**src/sample_trend_classifier_macros.svh**
```systemverilog
// Assertion helpers for the trend classifier.
// STC_ASSERT_IMP: same-cycle implication. STC_ASSERT_NXT: next-cycle implication.
`ifndef SAMPLE_TREND_CLASSIFIER_MACROS_SVH
`define SAMPLE_TREND_CLASSIFIER_MACROS_SVH

`ifndef SYNTHESIS

`define STC_ASSERT_IMP(name, clk, rst_n, ante, cons) \
  name: assert property (@(posedge clk) disable iff (!rst_n) (ante) |-> (cons)) \
    else $error("trend classifier check failed");

`define STC_ASSERT_NXT(name, clk, rst_n, ante, cons) \
  name: assert property (@(posedge clk) disable iff (!rst_n) (ante) |=> (cons)) \
    else $error("trend classifier check failed");

`else

`define STC_ASSERT_IMP(name, clk, rst_n, ante, cons)

`define STC_ASSERT_NXT(name, clk, rst_n, ante, cons)

`endif

`endif

```
**src/stc_pkg.sv**
```systemverilog
package stc_pkg;

  // Field widths
  localparam int SAMPLE_W   = 40;
  localparam int THRESH_W   = 20;
  localparam int MINS_W     = 5;
  localparam int FILL_OUT_W = 5;
  localparam int CLASS_W    = 2;
  localparam int CFG_IDX_W  = 2;

  // Register reset values and limits
  localparam logic [THRESH_W-1:0] THRESH_RST = 20'd1024;
  localparam logic [MINS_W-1:0]   MINS_RST   = 5'd5;
  localparam logic [MINS_W-1:0]   MINS_FLOOR = 5'd2;

  // Register indexes
  localparam logic [CFG_IDX_W-1:0] CFG_STABLE_THRESHOLD = 2'd0;
  localparam logic [CFG_IDX_W-1:0] CFG_MIN_SAMPLES      = 2'd1;

  // Trend codes
  typedef enum logic [CLASS_W-1:0] {
    CLS_UNKNOWN   = 2'd0,
    CLS_STABLE    = 2'd1,
    CLS_GROWING   = 2'd2,
    CLS_DECLINING = 2'd3
  } trend_t;

  // Sequencer states
  typedef enum logic [2:0] {
    ST_IDLE,
    ST_CHECK,
    ST_ACC,
    ST_PROD,
    ST_DIFF,
    ST_LIM,
    ST_FIN
  } state_t;

  // Controller to datapath
  typedef struct packed {
    logic store;      // push sample into ring
    logic acc_start;  // clear sums, point at oldest sample
    logic acc_run;    // issue reads and accumulate
    logic prod;       // register cross products
    logic diff;       // form num and den
    logic lim;        // form |num| and threshold*den
    logic load_out;   // capture result word
  } cmd_t;

  // Datapath to controller
  typedef struct packed {
    logic enough;     // window holds enough samples to classify
    logic acc_done;   // last sample accumulated this cycle
  } stat_t;

endpackage

```
**src/stc_ctrl.sv**
```systemverilog
`include "sample_trend_classifier_macros.svh"

module stc_ctrl (
  input  logic           clk,
  input  logic           rst_n,
  input  logic           in_valid,
  output logic           in_stall,
  output logic           out_valid,
  input  logic           out_stall,
  input  stc_pkg::stat_t stat,
  output stc_pkg::cmd_t  cmd
);
  import stc_pkg::*;

  state_t state_r, state_nxt;
  logic   out_valid_r, out_valid_nxt;
  logic   fin_go;

  // output register free or being emptied
  assign fin_go = !out_valid_r || !out_stall;

  // next state
  always_comb begin
    state_nxt = state_r;
    unique case (state_r)
      ST_IDLE:  if (in_valid) state_nxt = ST_CHECK;
      ST_CHECK: state_nxt = stat.enough ? ST_ACC : ST_FIN;
      ST_ACC:   if (stat.acc_done) state_nxt = ST_PROD;
      ST_PROD:  state_nxt = ST_DIFF;
      ST_DIFF:  state_nxt = ST_LIM;
      ST_LIM:   state_nxt = ST_FIN;
      ST_FIN:   if (fin_go) state_nxt = ST_IDLE;
      default:  state_nxt = ST_IDLE;
    endcase
  end

  // outputs
  always_comb begin
    cmd      = '0;
    in_stall = 1'b1;
    unique case (state_r)
      ST_IDLE: begin
        in_stall  = 1'b0;
        cmd.store = in_valid;
      end
      ST_CHECK: cmd.acc_start = stat.enough;
      ST_ACC:   cmd.acc_run = 1'b1;
      ST_PROD:  cmd.prod = 1'b1;
      ST_DIFF:  cmd.diff = 1'b1;
      ST_LIM:   cmd.lim = 1'b1;
      ST_FIN:   cmd.load_out = fin_go;
      default:  cmd = '0;
    endcase
  end

  // result word valid flag
  always_comb begin
    if (cmd.load_out) begin
      out_valid_nxt = 1'b1;
    end else begin
      out_valid_nxt = out_valid_r && out_stall;
    end
  end

  always_ff @(posedge clk) begin
    if (!rst_n) begin
      state_r     <= ST_IDLE;
      out_valid_r <= 1'b0;
    end else begin
      state_r     <= state_nxt;
      out_valid_r <= out_valid_nxt;
    end
  end

  assign out_valid = out_valid_r;

  // checks
  `STC_ASSERT_NXT(a_accept_starts, clk, rst_n, in_valid && !in_stall, state_r == ST_CHECK)
  `STC_ASSERT_NXT(a_fin_loads, clk, rst_n, state_r == ST_FIN && fin_go, out_valid_r && state_r == ST_IDLE)
  `STC_ASSERT_NXT(a_acc_holds, clk, rst_n, state_r == ST_ACC && !stat.acc_done, state_r == ST_ACC)
  `STC_ASSERT_IMP(a_one_cmd, clk, rst_n, 1'b1, $onehot0(cmd))

endmodule

```
**src/stc_dp.sv**
```systemverilog
`include "sample_trend_classifier_macros.svh"

module stc_dp #(
  parameter int WINDOW = 20
) (
  input  logic                           clk,
  input  logic                           rst_n,
  input  stc_pkg::cmd_t                  cmd,
  output stc_pkg::stat_t                 stat,
  input  logic                           cfg_we,
  input  logic [stc_pkg::CFG_IDX_W-1:0]  cfg_index,
  input  logic [stc_pkg::THRESH_W-1:0]   cfg_data,
  input  logic [stc_pkg::SAMPLE_W-1:0]   in_sample,
  output logic [stc_pkg::CLASS_W-1:0]    out_class,
  output logic [stc_pkg::FILL_OUT_W-1:0] out_fill
);
  import stc_pkg::*;

  localparam int CW     = $clog2(WINDOW + 1);   // sample count
  localparam int IW     = $clog2(WINDOW);       // ring slot / position
  localparam int SY_W   = SAMPLE_W + CW;
  localparam int SXY_W  = SAMPLE_W + IW + CW;
  localparam int SX_W   = IW + CW;
  localparam int SXX_W  = 2 * IW + CW;
  localparam int IY_W   = IW + SAMPLE_W;
  localparam int SQ_W   = 2 * IW;
  localparam int PRD_W  = SAMPLE_W + IW + 2 * CW;
  localparam int DEN_W  = 2 * IW + 2 * CW;
  localparam int LIM_W  = THRESH_W + DEN_W;
  localparam int CMP_W  = (PRD_W > LIM_W) ? PRD_W : LIM_W;
  localparam int NC_W   = (CW > MINS_W) ? CW : MINS_W;
  localparam logic [CW-1:0] FILL_MAX  = CW'(WINDOW);
  localparam logic [IW-1:0] SLOT_LAST = IW'(WINDOW - 1);

  // sample ring
  logic [SAMPLE_W-1:0] ring [WINDOW];
  logic [SAMPLE_W-1:0] rdata_r;

  // control state
  logic [IW-1:0]       slot_r, slot_nxt;
  logic [CW-1:0]       fill_r, fill_nxt;
  logic [THRESH_W-1:0] thr_r, thr_nxt;
  logic [MINS_W-1:0]   mins_r, mins_nxt;
  logic [IW-1:0]       rd_ptr_r, rd_ptr_nxt;
  logic [CW-1:0]       iss_r, iss_nxt;
  logic                rd_vld_r, rd_vld_nxt;

  // payload
  logic [IW-1:0]          rd_idx_r, rd_idx_nxt;
  logic [SY_W-1:0]        sy_r, sy_nxt;
  logic [SXY_W-1:0]       sxy_r, sxy_nxt;
  logic [SX_W-1:0]        sx_r, sx_nxt;
  logic [SXX_W-1:0]       sxx_r, sxx_nxt;
  logic [PRD_W-1:0]       nsxy_r, nsxy_nxt;
  logic [PRD_W-1:0]       sxsy_r, sxsy_nxt;
  logic [DEN_W-1:0]       nsxx_r, nsxx_nxt;
  logic [DEN_W-1:0]       sxsx_r, sxsx_nxt;
  logic signed [PRD_W:0]  num_r, num_nxt;
  logic [DEN_W-1:0]       den_r, den_nxt;
  logic [PRD_W-1:0]       mag_r, mag_nxt;
  logic [LIM_W-1:0]       limit_r, limit_nxt;
  logic                   num_pos_r, num_pos_nxt;
  logic [CLASS_W-1:0]     class_r, class_nxt;
  logic [FILL_OUT_W-1:0]  ofill_r, ofill_nxt;

  logic [MINS_W-1:0] need;
  logic [IW-1:0]     oldest;
  logic [IY_W-1:0]   idx_y;
  logic [SQ_W-1:0]   idx_sq;
  logic signed [PRD_W:0] num_neg;

  // status
  assign need   = (mins_r < MINS_FLOOR) ? MINS_FLOOR : mins_r;
  assign stat.enough   = NC_W'(fill_r) >= NC_W'(need);
  assign stat.acc_done = rd_vld_r && (CW'(rd_idx_r) == fill_r - CW'(1));

  // until the ring wraps the oldest sample sits in slot zero
  assign oldest = (fill_r == FILL_MAX) ? slot_r : '0;

  // per-sample terms
  assign idx_y  = IY_W'(rd_idx_r) * IY_W'(rdata_r);
  assign idx_sq = SQ_W'(rd_idx_r) * SQ_W'(rd_idx_r);
  assign num_neg = -num_r;

  always_comb begin
    slot_nxt    = slot_r;
    fill_nxt    = fill_r;
    thr_nxt     = thr_r;
    mins_nxt    = mins_r;
    rd_ptr_nxt  = rd_ptr_r;
    iss_nxt     = iss_r;
    rd_vld_nxt  = 1'b0;
    rd_idx_nxt  = rd_idx_r;
    sy_nxt      = sy_r;
    sxy_nxt     = sxy_r;
    sx_nxt      = sx_r;
    sxx_nxt     = sxx_r;
    nsxy_nxt    = nsxy_r;
    sxsy_nxt    = sxsy_r;
    nsxx_nxt    = nsxx_r;
    sxsx_nxt    = sxsx_r;
    num_nxt     = num_r;
    den_nxt     = den_r;
    mag_nxt     = mag_r;
    limit_nxt   = limit_r;
    num_pos_nxt = num_pos_r;
    class_nxt   = class_r;
    ofill_nxt   = ofill_r;

    // register writes
    if (cfg_we) begin
      unique case (cfg_index)
        CFG_STABLE_THRESHOLD: thr_nxt = cfg_data;
        CFG_MIN_SAMPLES:      mins_nxt = cfg_data[MINS_W-1:0];
        default: ;
      endcase
    end

    // ring pointer wraps, fill saturating
    if (cmd.store) begin
      slot_nxt = (slot_r == SLOT_LAST) ? '0 : slot_r + IW'(1);
      fill_nxt = (fill_r == FILL_MAX) ? fill_r : fill_r + CW'(1);
    end

    // accumulation pass, oldest to newest
    if (cmd.acc_start) begin
      rd_ptr_nxt = oldest;
      iss_nxt    = '0;
      sy_nxt     = '0;
      sxy_nxt    = '0;
      sx_nxt     = '0;
      sxx_nxt    = '0;
    end else if (cmd.acc_run) begin
      if (iss_r != fill_r) begin
        rd_vld_nxt = 1'b1;
        rd_idx_nxt = iss_r[IW-1:0];
        iss_nxt    = iss_r + CW'(1);
        rd_ptr_nxt = (rd_ptr_r == SLOT_LAST) ? '0 : rd_ptr_r + IW'(1);
      end
      if (rd_vld_r) begin
        sy_nxt  = sy_r + SY_W'(rdata_r);
        sxy_nxt = sxy_r + SXY_W'(idx_y);
        sx_nxt  = sx_r + SX_W'(rd_idx_r);
        sxx_nxt = sxx_r + SXX_W'(idx_sq);
      end
    end

    // cross products
    if (cmd.prod) begin
      nsxy_nxt = PRD_W'(fill_r) * PRD_W'(sxy_r);
      sxsy_nxt = PRD_W'(sx_r) * PRD_W'(sy_r);
      nsxx_nxt = DEN_W'(fill_r) * DEN_W'(sxx_r);
      sxsx_nxt = DEN_W'(sx_r) * DEN_W'(sx_r);
    end

    // slope numerator and denominator
    if (cmd.diff) begin
      num_nxt = $signed({1'b0, nsxy_r}) - $signed({1'b0, sxsy_r});
      den_nxt = nsxx_r - sxsx_r;
    end

    // magnitude and stability limit
    if (cmd.lim) begin
      mag_nxt     = num_r[PRD_W] ? num_neg[PRD_W-1:0] : num_r[PRD_W-1:0];
      limit_nxt   = LIM_W'(thr_r) * LIM_W'(den_r);
      num_pos_nxt = !num_r[PRD_W] && (num_r != '0);
    end

    // result word
    if (cmd.load_out) begin
      if (!stat.enough) begin
        class_nxt = CLS_UNKNOWN;
      end else if (CMP_W'(mag_r) < CMP_W'(limit_r)) begin
        class_nxt = CLS_STABLE;
      end else if (num_pos_r) begin
        class_nxt = CLS_GROWING;
      end else begin
        class_nxt = CLS_DECLINING;
      end
      ofill_nxt = FILL_OUT_W'(fill_r);
    end
  end

  // ring write and registered read
  always_ff @(posedge clk) begin
    if (cmd.store) begin
      ring[slot_r] <= in_sample;
    end
    rdata_r <= ring[rd_ptr_r];
  end

  always_ff @(posedge clk) begin
    if (!rst_n) begin
      slot_r   <= '0;
      fill_r   <= '0;
      thr_r    <= THRESH_RST;
      mins_r   <= MINS_RST;
      rd_vld_r <= 1'b0;
    end else begin
      slot_r   <= slot_nxt;
      fill_r   <= fill_nxt;
      thr_r    <= thr_nxt;
      mins_r   <= mins_nxt;
      rd_vld_r <= rd_vld_nxt;
    end
  end

  always_ff @(posedge clk) begin
    rd_ptr_r  <= rd_ptr_nxt;
    iss_r     <= iss_nxt;
    rd_idx_r  <= rd_idx_nxt;
    sy_r      <= sy_nxt;
    sxy_r     <= sxy_nxt;
    sx_r      <= sx_nxt;
    sxx_r     <= sxx_nxt;
    nsxy_r    <= nsxy_nxt;
    sxsy_r    <= sxsy_nxt;
    nsxx_r    <= nsxx_nxt;
    sxsx_r    <= sxsx_nxt;
    num_r     <= num_nxt;
    den_r     <= den_nxt;
    mag_r     <= mag_nxt;
    limit_r   <= limit_nxt;
    num_pos_r <= num_pos_nxt;
    class_r   <= class_nxt;
    ofill_r   <= ofill_nxt;
  end

  assign out_class = class_r;
  assign out_fill  = ofill_r;

  // checks
  `STC_ASSERT_IMP(a_fill_bound, clk, rst_n, 1'b1, fill_r <= FILL_MAX)
  `STC_ASSERT_IMP(a_slot_tracks_fill, clk, rst_n, fill_r != FILL_MAX, CW'(slot_r) == fill_r)
  `STC_ASSERT_IMP(a_read_in_window, clk, rst_n, rd_vld_r, CW'(rd_idx_r) < fill_r)

endmodule

```
**src/sample_trend_classifier.sv**
```systemverilog
// Channel  Direction  Handshake             Word
// in       input      in_valid / in_stall   in_usage_sample
// out      output     out_valid / out_stall out_trend_class, out_window_fill
// cfg      input      cfg_valid / cfg_ready cfg_index, cfg_data
//
// One word at a time: a new word is taken only once the last result is loaded,
// and the accumulation pass over the held samples is skipped when the class is unknown.
// The pace is set by the accumulation pass: one ring read per cycle.
// Synchronous active-low reset clears the ring pointer and fill count and sets the registers to their defaults.
// A result held under out_stall does not block the next input word.
module sample_trend_classifier #(
  parameter int WINDOW = 20
) (
  input  logic                           clk,
  input  logic                           rst_n,
  input  logic                           in_valid,
  output logic                           in_stall,
  input  logic [stc_pkg::SAMPLE_W-1:0]   in_usage_sample,
  output logic                           out_valid,
  input  logic                           out_stall,
  output logic [stc_pkg::CLASS_W-1:0]    out_trend_class,
  output logic [stc_pkg::FILL_OUT_W-1:0] out_window_fill,
  input  logic                           cfg_valid,
  output logic                           cfg_ready,
  input  logic [stc_pkg::CFG_IDX_W-1:0]  cfg_index,
  input  logic [stc_pkg::THRESH_W-1:0]   cfg_data
);
  import stc_pkg::*;

  cmd_t  cmd;
  stat_t stat;
  logic  cfg_we;

  // registers take a write in any cycle
  assign cfg_ready = 1'b1;
  assign cfg_we    = cfg_valid && cfg_ready;

  stc_ctrl u_ctrl (
    .clk       (clk),
    .rst_n     (rst_n),
    .in_valid  (in_valid),
    .in_stall  (in_stall),
    .out_valid (out_valid),
    .out_stall (out_stall),
    .stat      (stat),
    .cmd       (cmd)
  );

  stc_dp #(
    .WINDOW (WINDOW)
  ) u_dp (
    .clk       (clk),
    .rst_n     (rst_n),
    .cmd       (cmd),
    .stat      (stat),
    .cfg_we    (cfg_we),
    .cfg_index (cfg_index),
    .cfg_data  (cfg_data),
    .in_sample (in_usage_sample),
    .out_class (out_trend_class),
    .out_fill  (out_window_fill)
  );

endmodule

```
**config.mk**
```make
export PLATFORM = sky130hd
export DESIGN_NAME = sample_trend_classifier
export DESIGN_NICKNAME = d
export VERILOG_FILES = /design/src/stc_pkg.sv /design/src/stc_ctrl.sv /design/src/stc_dp.sv /design/src/sample_trend_classifier.sv
export VERILOG_INCLUDE_DIRS = /design/src /design/src/src
export SDC_FILE = /design/constraint.sdc
export NUM_CORES = 2
export LEC_CHECK = 0
export BUFFER_PORTS_ARGS = -buffer_cell sky130_fd_sc_hd__buf_2
export CAP_MARGIN = 5
export CORE_MARGIN = 5
export CORE_UTILIZATION = 70
export DETAILED_ROUTE_END_ITERATION = 6
export PLACE_DENSITY_LB_ADDON = 0.05
export SLEW_MARGIN = 0
export SYNTH_ARGS = -nofsm -noshare
export SYNTH_HDL_FRONTEND = slang
export SYNTH_SLANG_ARGS = --single-unit
```
**constraint.sdc**
```tcl
create_clock -name clk -period 11.4 [get_ports clk]
set_input_delay 0.57 -clock clk [delete_from_list [all_inputs] [get_ports clk]]
set_output_delay 0.57 -clock clk [all_outputs]
set_load 0.1 [all_outputs]
```
======== Word level (Yosys, flattened, before mapping) ========
Memory sizes are Yosys's and may differ from the RTL's. A register that Yosys moved wholly into a read port is not among the register bits.
Cells that the tools add are included.
storage, ports and cells
  memory bits (writable) .................. 800
  output and inout port bits .............. 10
  memories kept ........................... 1
  flip-flop bits (word level) ............. 504
cells by class
  $mul .................................... 7
  bitwise logic cells ..................... 5
  add/sub/neg operators ................... 12
  reductions and logical operators ........ 22
  order comparisons ....................... 3
  mux-type cells .......................... 27
  equal/unequal tests ..................... 15
memories
  memory     depth  width  read ports  clocked after memory_dff  write ports  RTL line      RTL
  u_dp.ring  20     40     1           1                         1            stc_dp.sv:36  logic [SAMPLE_W-1:0] ring [WINDOW];
operators with widths
  cell                                                            number
  56-bit nonzero test                                             1
  55-bit by 55-bit subtractor with 56-bit output                  1
  55-bit by 40-bit less-than comparator with 1-bit output         1
  10-bit by 45-bit multiplier with 55-bit output                  1
  5-bit by 50-bit multiplier with 55-bit output                   1
  55-bit 2-to-1 mux                                               1
  55-bit negation                                                 1
  50-bit by 45-bit adder with 50-bit output                       1
  45-bit by 40-bit adder with 45-bit output                       1
  5-bit by 40-bit multiplier with 45-bit output                   1
  20-bit by 20-bit multiplier with 40-bit output                  1
  5-bit 2-to-1 mux                                                7
  3-bit case mux with 7 select lines                              1
  5-bit by 1-bit adder with 5-bit output (second input constant)  4
  10-bit by 10-bit multiplier with 20-bit output                  1
  5-bit by 15-bit multiplier with 20-bit output                   1
  20-bit subtractor                                               1
  15-bit by 10-bit adder with 15-bit output                       1
  5-bit == test (second input constant)                           3
  1-bit 2-to-1 mux                                                14
  3-bit 2-to-1 mux                                                4
  2-bit AND reduction                                             6
  10-bit by 5-bit adder with 10-bit output                        1
  5-bit by 5-bit multiplier with 10-bit output                    1
  21 further kinds                                                35

======== Logic depth before layout (Yosys ltp) ========
  word-level depth ........................ 6
  depth in mapped cells ................... 27
  mapped depth without buffers ............ 26

======== Hierarchy ========
Synthesis repeated with hierarchy kept, for this count alone.
second synthesis, totals
  cell total of the unflattened synthesis .. 9320
  area, all modules ....................... 104123.6 um2
by module, submodules not included
  module                   area an instance (um2)  times used  cells each
  stc_dp                   103834.6                1           9278
  stc_ctrl                 277.8                   1           40
  sample_trend_classifier  11.3                    1           2

======== Least setup slack after synthesis ========
Ideal clock, no wire load.
  path type ............................... register to register
  from .................................... register u_dp.den_r[2]
  to ...................................... register u_dp.limit_r[37] (data pin)
  path slack .............................. 4.736 ns
  cell stages (with the launch flop) ...... 27
  period minus slack after synthesis ...... 6.664 ns
  data arrival time ....................... 6.406 ns
  library setup time ...................... 0.258 ns
  buffers on the path ..................... 1
  path through ............................ edfxtp_1 > clkbuf_1 > and2_1 > fa_1 > fa_1 > inv_1 > fa_1 > inv_1 > fa_1 > inv_1 > fa_1 > inv_1 > fa_1 > inv_1 > fa_1 > inv_1 > ha_1 > o21a_1 > a21oi_1 > a21o_1 > o2bb2ai_1 > a211oi_1 > a41o_1 > a21oi_1 > o311ai_0 > a21oi_1 > xnor2_1
on the way
  longest elaborated chain between the ends .. 1
ends and longest elaborated chain
  element                                         RTL line       RTL
  from (decl)                                     stc_dp.sv:59   logic [DEN_W-1:0] den_r, den_nxt;
  from (signal assigned)                          stc_dp.sv:221  den_r <= den_nxt;
  20-bit by 20-bit multiplier with 40-bit output  stc_dp.sv:165  limit_nxt = LIM_W'(thr_r) * LIM_W'(den_r);
  to (signal assigned)                            stc_dp.sv:223  limit_r <= limit_nxt;
  to (decl)                                       stc_dp.sv:61   logic [LIM_W-1:0] limit_r, limit_nxt;
No other way between the ends.
A chain may end at the register's enable or synchronous reset.

======== Worst setup path after layout ========
  from .................................... register u_dp.thr_r[8]
  to ...................................... register u_dp.limit_r[37] (data pin)
on the way
  longest elaborated chain between the ends .. 1
ends and longest elaborated chain
  element                                         RTL line       RTL
  from (decl)                                     stc_dp.sv:42   logic [THRESH_W-1:0] thr_r, thr_nxt;
  from (signal assigned)                          stc_dp.sv:202  thr_r <= thr_nxt;
  20-bit by 20-bit multiplier with 40-bit output  stc_dp.sv:165
No other way between the ends.

==> results.md <==
* GRT Total Usage at a little over a third
* Setup_tns at 0 ns
* Grt met3 use at roughly 7.1%
* Row count at 141
* Layout cells sized above 1 at 5.93%
* Initial antenna violation count at 8
* Die Area at 157000 µm²
* Syn_area_per_cell at 10.8 µm²
* Grt met2 use at around three fifths
* Required time of the critical path at 11.94 ns
* DRC violations left at 0
* Worst r2r dst: u_dp.limit_r[37]
* Initial Util at a little over two thirds
* Fin util at 75.2%
* Largest family of logic cells by synthesized area: adder cells
* Longest Clk Path Bufs at 3
* Final Hold Viols at 0
* Most used cell, CP: fa_1
* Die X at 397 µm
* Postcts setup bufs at 0
* Cts bufs inserted at about 140
* Area share of the largest cell type after synthesis at 32.7%
* Ys async rst share at 0%
* Worst reg2reg path depth at 25
* HPWL after DPL at 193 mm
* Final Cell Area at 111000 µm²
* Syn. warnings at 0
* Clk slew on worst S/H paths at 0.06 ns
* Count leader, synth: inv_1
* Synthesized instance count at 9687
* # Max-Cap Violations at 0
* GR Overflow Total at 0
* Relative slew slack at 21.9%
* Worst Skew at 0.0766 ns
* Setup-failing EPs final at 0
* Max Slew Vio Count at 0
* GR met1 Demand/Resource at 46.5%
* DR WL/cell at 24.2 µm
* Routability Congestion at 0.966
* Top_reg_cell synth: edfxtp_1
* Post-synthesis mux area share at 4.25%
* Xor/xnor share of the synthesized area at under 10%
* Post-synthesis sequential area ratio at 36.6%
* Adder-cell share of the synthesized area at 27.8%
* Crit path DAT at 8.52 ns
* DR iter-0 viols at 6789
* Reg2reg start: u_dp.thr_r[8]
* Critical path endpoint category: flip-flop
* Worst-Skew Late Latency at 0.82 ns
* CP Class: reg2reg
* Num ports at 77
* H-tree Lvls at 4
* Post-synth cell types at 85
* Synth top cells by count: 1330 x inv_1, 1201 x nand2_1, 1138 x edfxtp_1, 1062 x fa_1, 717 x and2_1
* Part of the cycle the worst path needs at 69.9%
* Nets@finish at 11.3k
* Post-synth EDFFs at 1138
* Largest net degree at the start of global routing at 126
* # port buffers at 75
* Post-place instance area at ~110000 µm²
* #FFs+latches synth at 1343
* RSZ-0062 raised after global routing: false
* Status: complete, no violations
* Mapped Nets at 11.4k
* Routed vias at 73.2k
* Synth Area in Compound Gates at 8.86%
* Startpoint Class: flip-flop
* Pin slew with the least headroom to its limit at 1.17 ns
* DRT Pass-1 Iters at 6
* Simple-gate share of the synthesized area at 12.7%
* Vias in the first global route at 75.3k
* Overall die height at between 300 and 400 µm
* Root Buffer: clkbuf_16
* Global-route wire length before repair at 434 mm
* Min Tclk post-route at 7.97 ns
* Mean number of vias per cell at 6.32
* GR peak layer: met2
* DRT Wirelength at approximately 280 mm
* Sinks on Clock Net at 1343
* Worst VDD drop at 0.198 mV
* FF-to-FF setup slack at 3.43 ns
* Post-synth top area cell: edfxtp_1
* Post-route ant nets at 0
* CTS tree: yes
* Crit-path slowest cell: dfxtp_1
* CP Max Fanout at 21
* Fmax at 125 MHz
* HP Start: cfg_data[15]
* Leakage power at 48.8 nW
* Power per Cell Area at roughly 170 nW/µm²
* Area grow syn2layout at 6.51%
* Hold WC Path Type: in2reg
* Worst hold path depth at 3
* Slowest Stage Delay on Critical Path at between 0.9 and 1 ns
* Hold Path Sink: u_dp.thr_r[15]
* Synth area leaders: edfxtp_1 33%, fa_1 20%, ha_1 7.5%, inv_1 4.8%, nand2_1 4.3%
* Core Box Area at 148000 µm²
* Post-synthesis cell area at 105000 µm²
-- area by class of cell --
class / count / area [µm²]
multi-input cells: 6537 / 59800
flip-flops and latches: 1343 / 38300
fillers: 9812 / 36800
inverters: 1331 / 5000
clock buffers: 193 / 3880
well taps: 1930 / 2410
repair buffers: 171 / 1150
clock inverters: 71 / 933
diodes: 5 / 12.5
-- sequential cells by signal, indices dropped and copies added (netlist names), 5 cells and up --
register / flops
u_dp.ring: 800
u_dp.num_r: 56
u_dp.mag_r: 55
u_dp.nsxy_r: 55
u_dp.sxsy_r: 55
u_dp.sxy_r: 50
u_dp.sy_r: 45
u_dp.limit_r: 40
u_dp.rdata_r: 40
u_dp.den_r: 20
u_dp.nsxx_r: 20
u_dp.thr_r: 20
u_dp.sxsx_r: 19
u_dp.sxx_r: 15
u_dp.sx_r: 10
u_dp.fill_r: 5
u_dp.iss_r: 5
u_dp.mins_r: 5
u_dp.out_fill: 5
u_dp.rd_idx_r: 5
u_dp.rd_ptr_r: 5
u_dp.slot_r: 5
-- power breakdown --
part	switching, mW	internal, mW	total (mW)
Combinational	4.69	2.99	7.68
Sequential	0.751	5.73	6.49
Clock	2.10	2.65	4.75
Total	7.54	11.4	18.9
-- metrics by stage --
stage	hold WS [ns]	setup slack (ns)	cells	power (mW)
final	0.0599	3.43	11600	18.9
after global routing	0.0521	3.20	11600	20.1
after CTS	0.00896	3.52	11600	18.8
after detailed placement	0.480	3.57	11300	14.1
after global placement	0.488	3.70	11300	13.8
after floorplan	0.435	4.74	9687	11.9
-- worst max-delay path, delay by kind of cell, from the launching register on --
family          cells  cell delay (ns)
compound gates      9             2.30
xor+xnor            1             0.14
fa+ha+maj           8             3.75
buf+inv             6             0.31
flops               1             0.98
simple gates        1             0.26
-- worst max-delay path by stage --
stage / startpoint / endpoint / slack (ns) / cells past startpoint
global route: u_dp.thr_r[8] / u_dp.limit_r[37] / 3.20 / 25
floorplan: u_dp.den_r[2] / u_dp.limit_r[37] / 4.74 / 26
finish: u_dp.thr_r[8] / u_dp.limit_r[37] / 3.43 / 25
CTS: u_dp.thr_r[8] / u_dp.limit_r[37] / 3.52 / 25
global placement: u_dp.thr_r[8] / u_dp.limit_r[37] / 3.70 / 25
detailed placement: u_dp.thr_r[8] / u_dp.limit_r[37] / 3.57 / 25
-- routing by layer --
layer,share of wire [%],vias up
met2,48,3852
met3,9.3,769
met4,5.5,4
met1,37,36400
li1,-,32100
met5,0.0093,-
-- cells by family (layout without fill, tap and decap cells) --
family | Yosys count | in the layout
buffers and inverters | 1807 | 1766
and+or+nand+nor | 2750 | 2750
AOI/OAI and AO/OA | 1415 | 1415
muxes | 294 | 294
adders and majority gates | 1690 | 1690
other | 1 | 6
xor gates and xnor gates | 387 | 387
DFF | 1343 | 1343
-- layout by cell type, fill, tap and decap left out, types with 17 or more instances in the layout --
cell,count
o21ai_0,260
o31ai_1,36
nor4_1,17
o211ai_1,20
nor2_1,297
o21a_1,42
nor3_1,65
nor2_4,21
edfxtp_1,1138
a31oi_1,47
inv_1,1330
o221ai_1,122
xor2_1,103
a21o_1,200
ha_1,628
o21bai_1,55
mux4_2,120
a21oi_1,409
nand2b_1,49
clkbuf_16,143
nand3_1,96
buf_4,85
xnor2_1,284
a211oi_1,53
nand2_1,1199
clkbuf_1,39
and2_1,717
nor2b_1,65
buf_2,75
nand4_1,73
dfxtp_1,194
fa_1,1062
and3_1,44
mux2i_1,173
or3_1,25
a21boi_0,32
-- timing repair --
action | CTS | global route
hold endpoints to repair | 8 | 0
hold buffers | 8 | 0
resized for setup | 0 | 0
endpoints found under the setup margin | 0 | 0
Power figures use the tool's default switching activity.
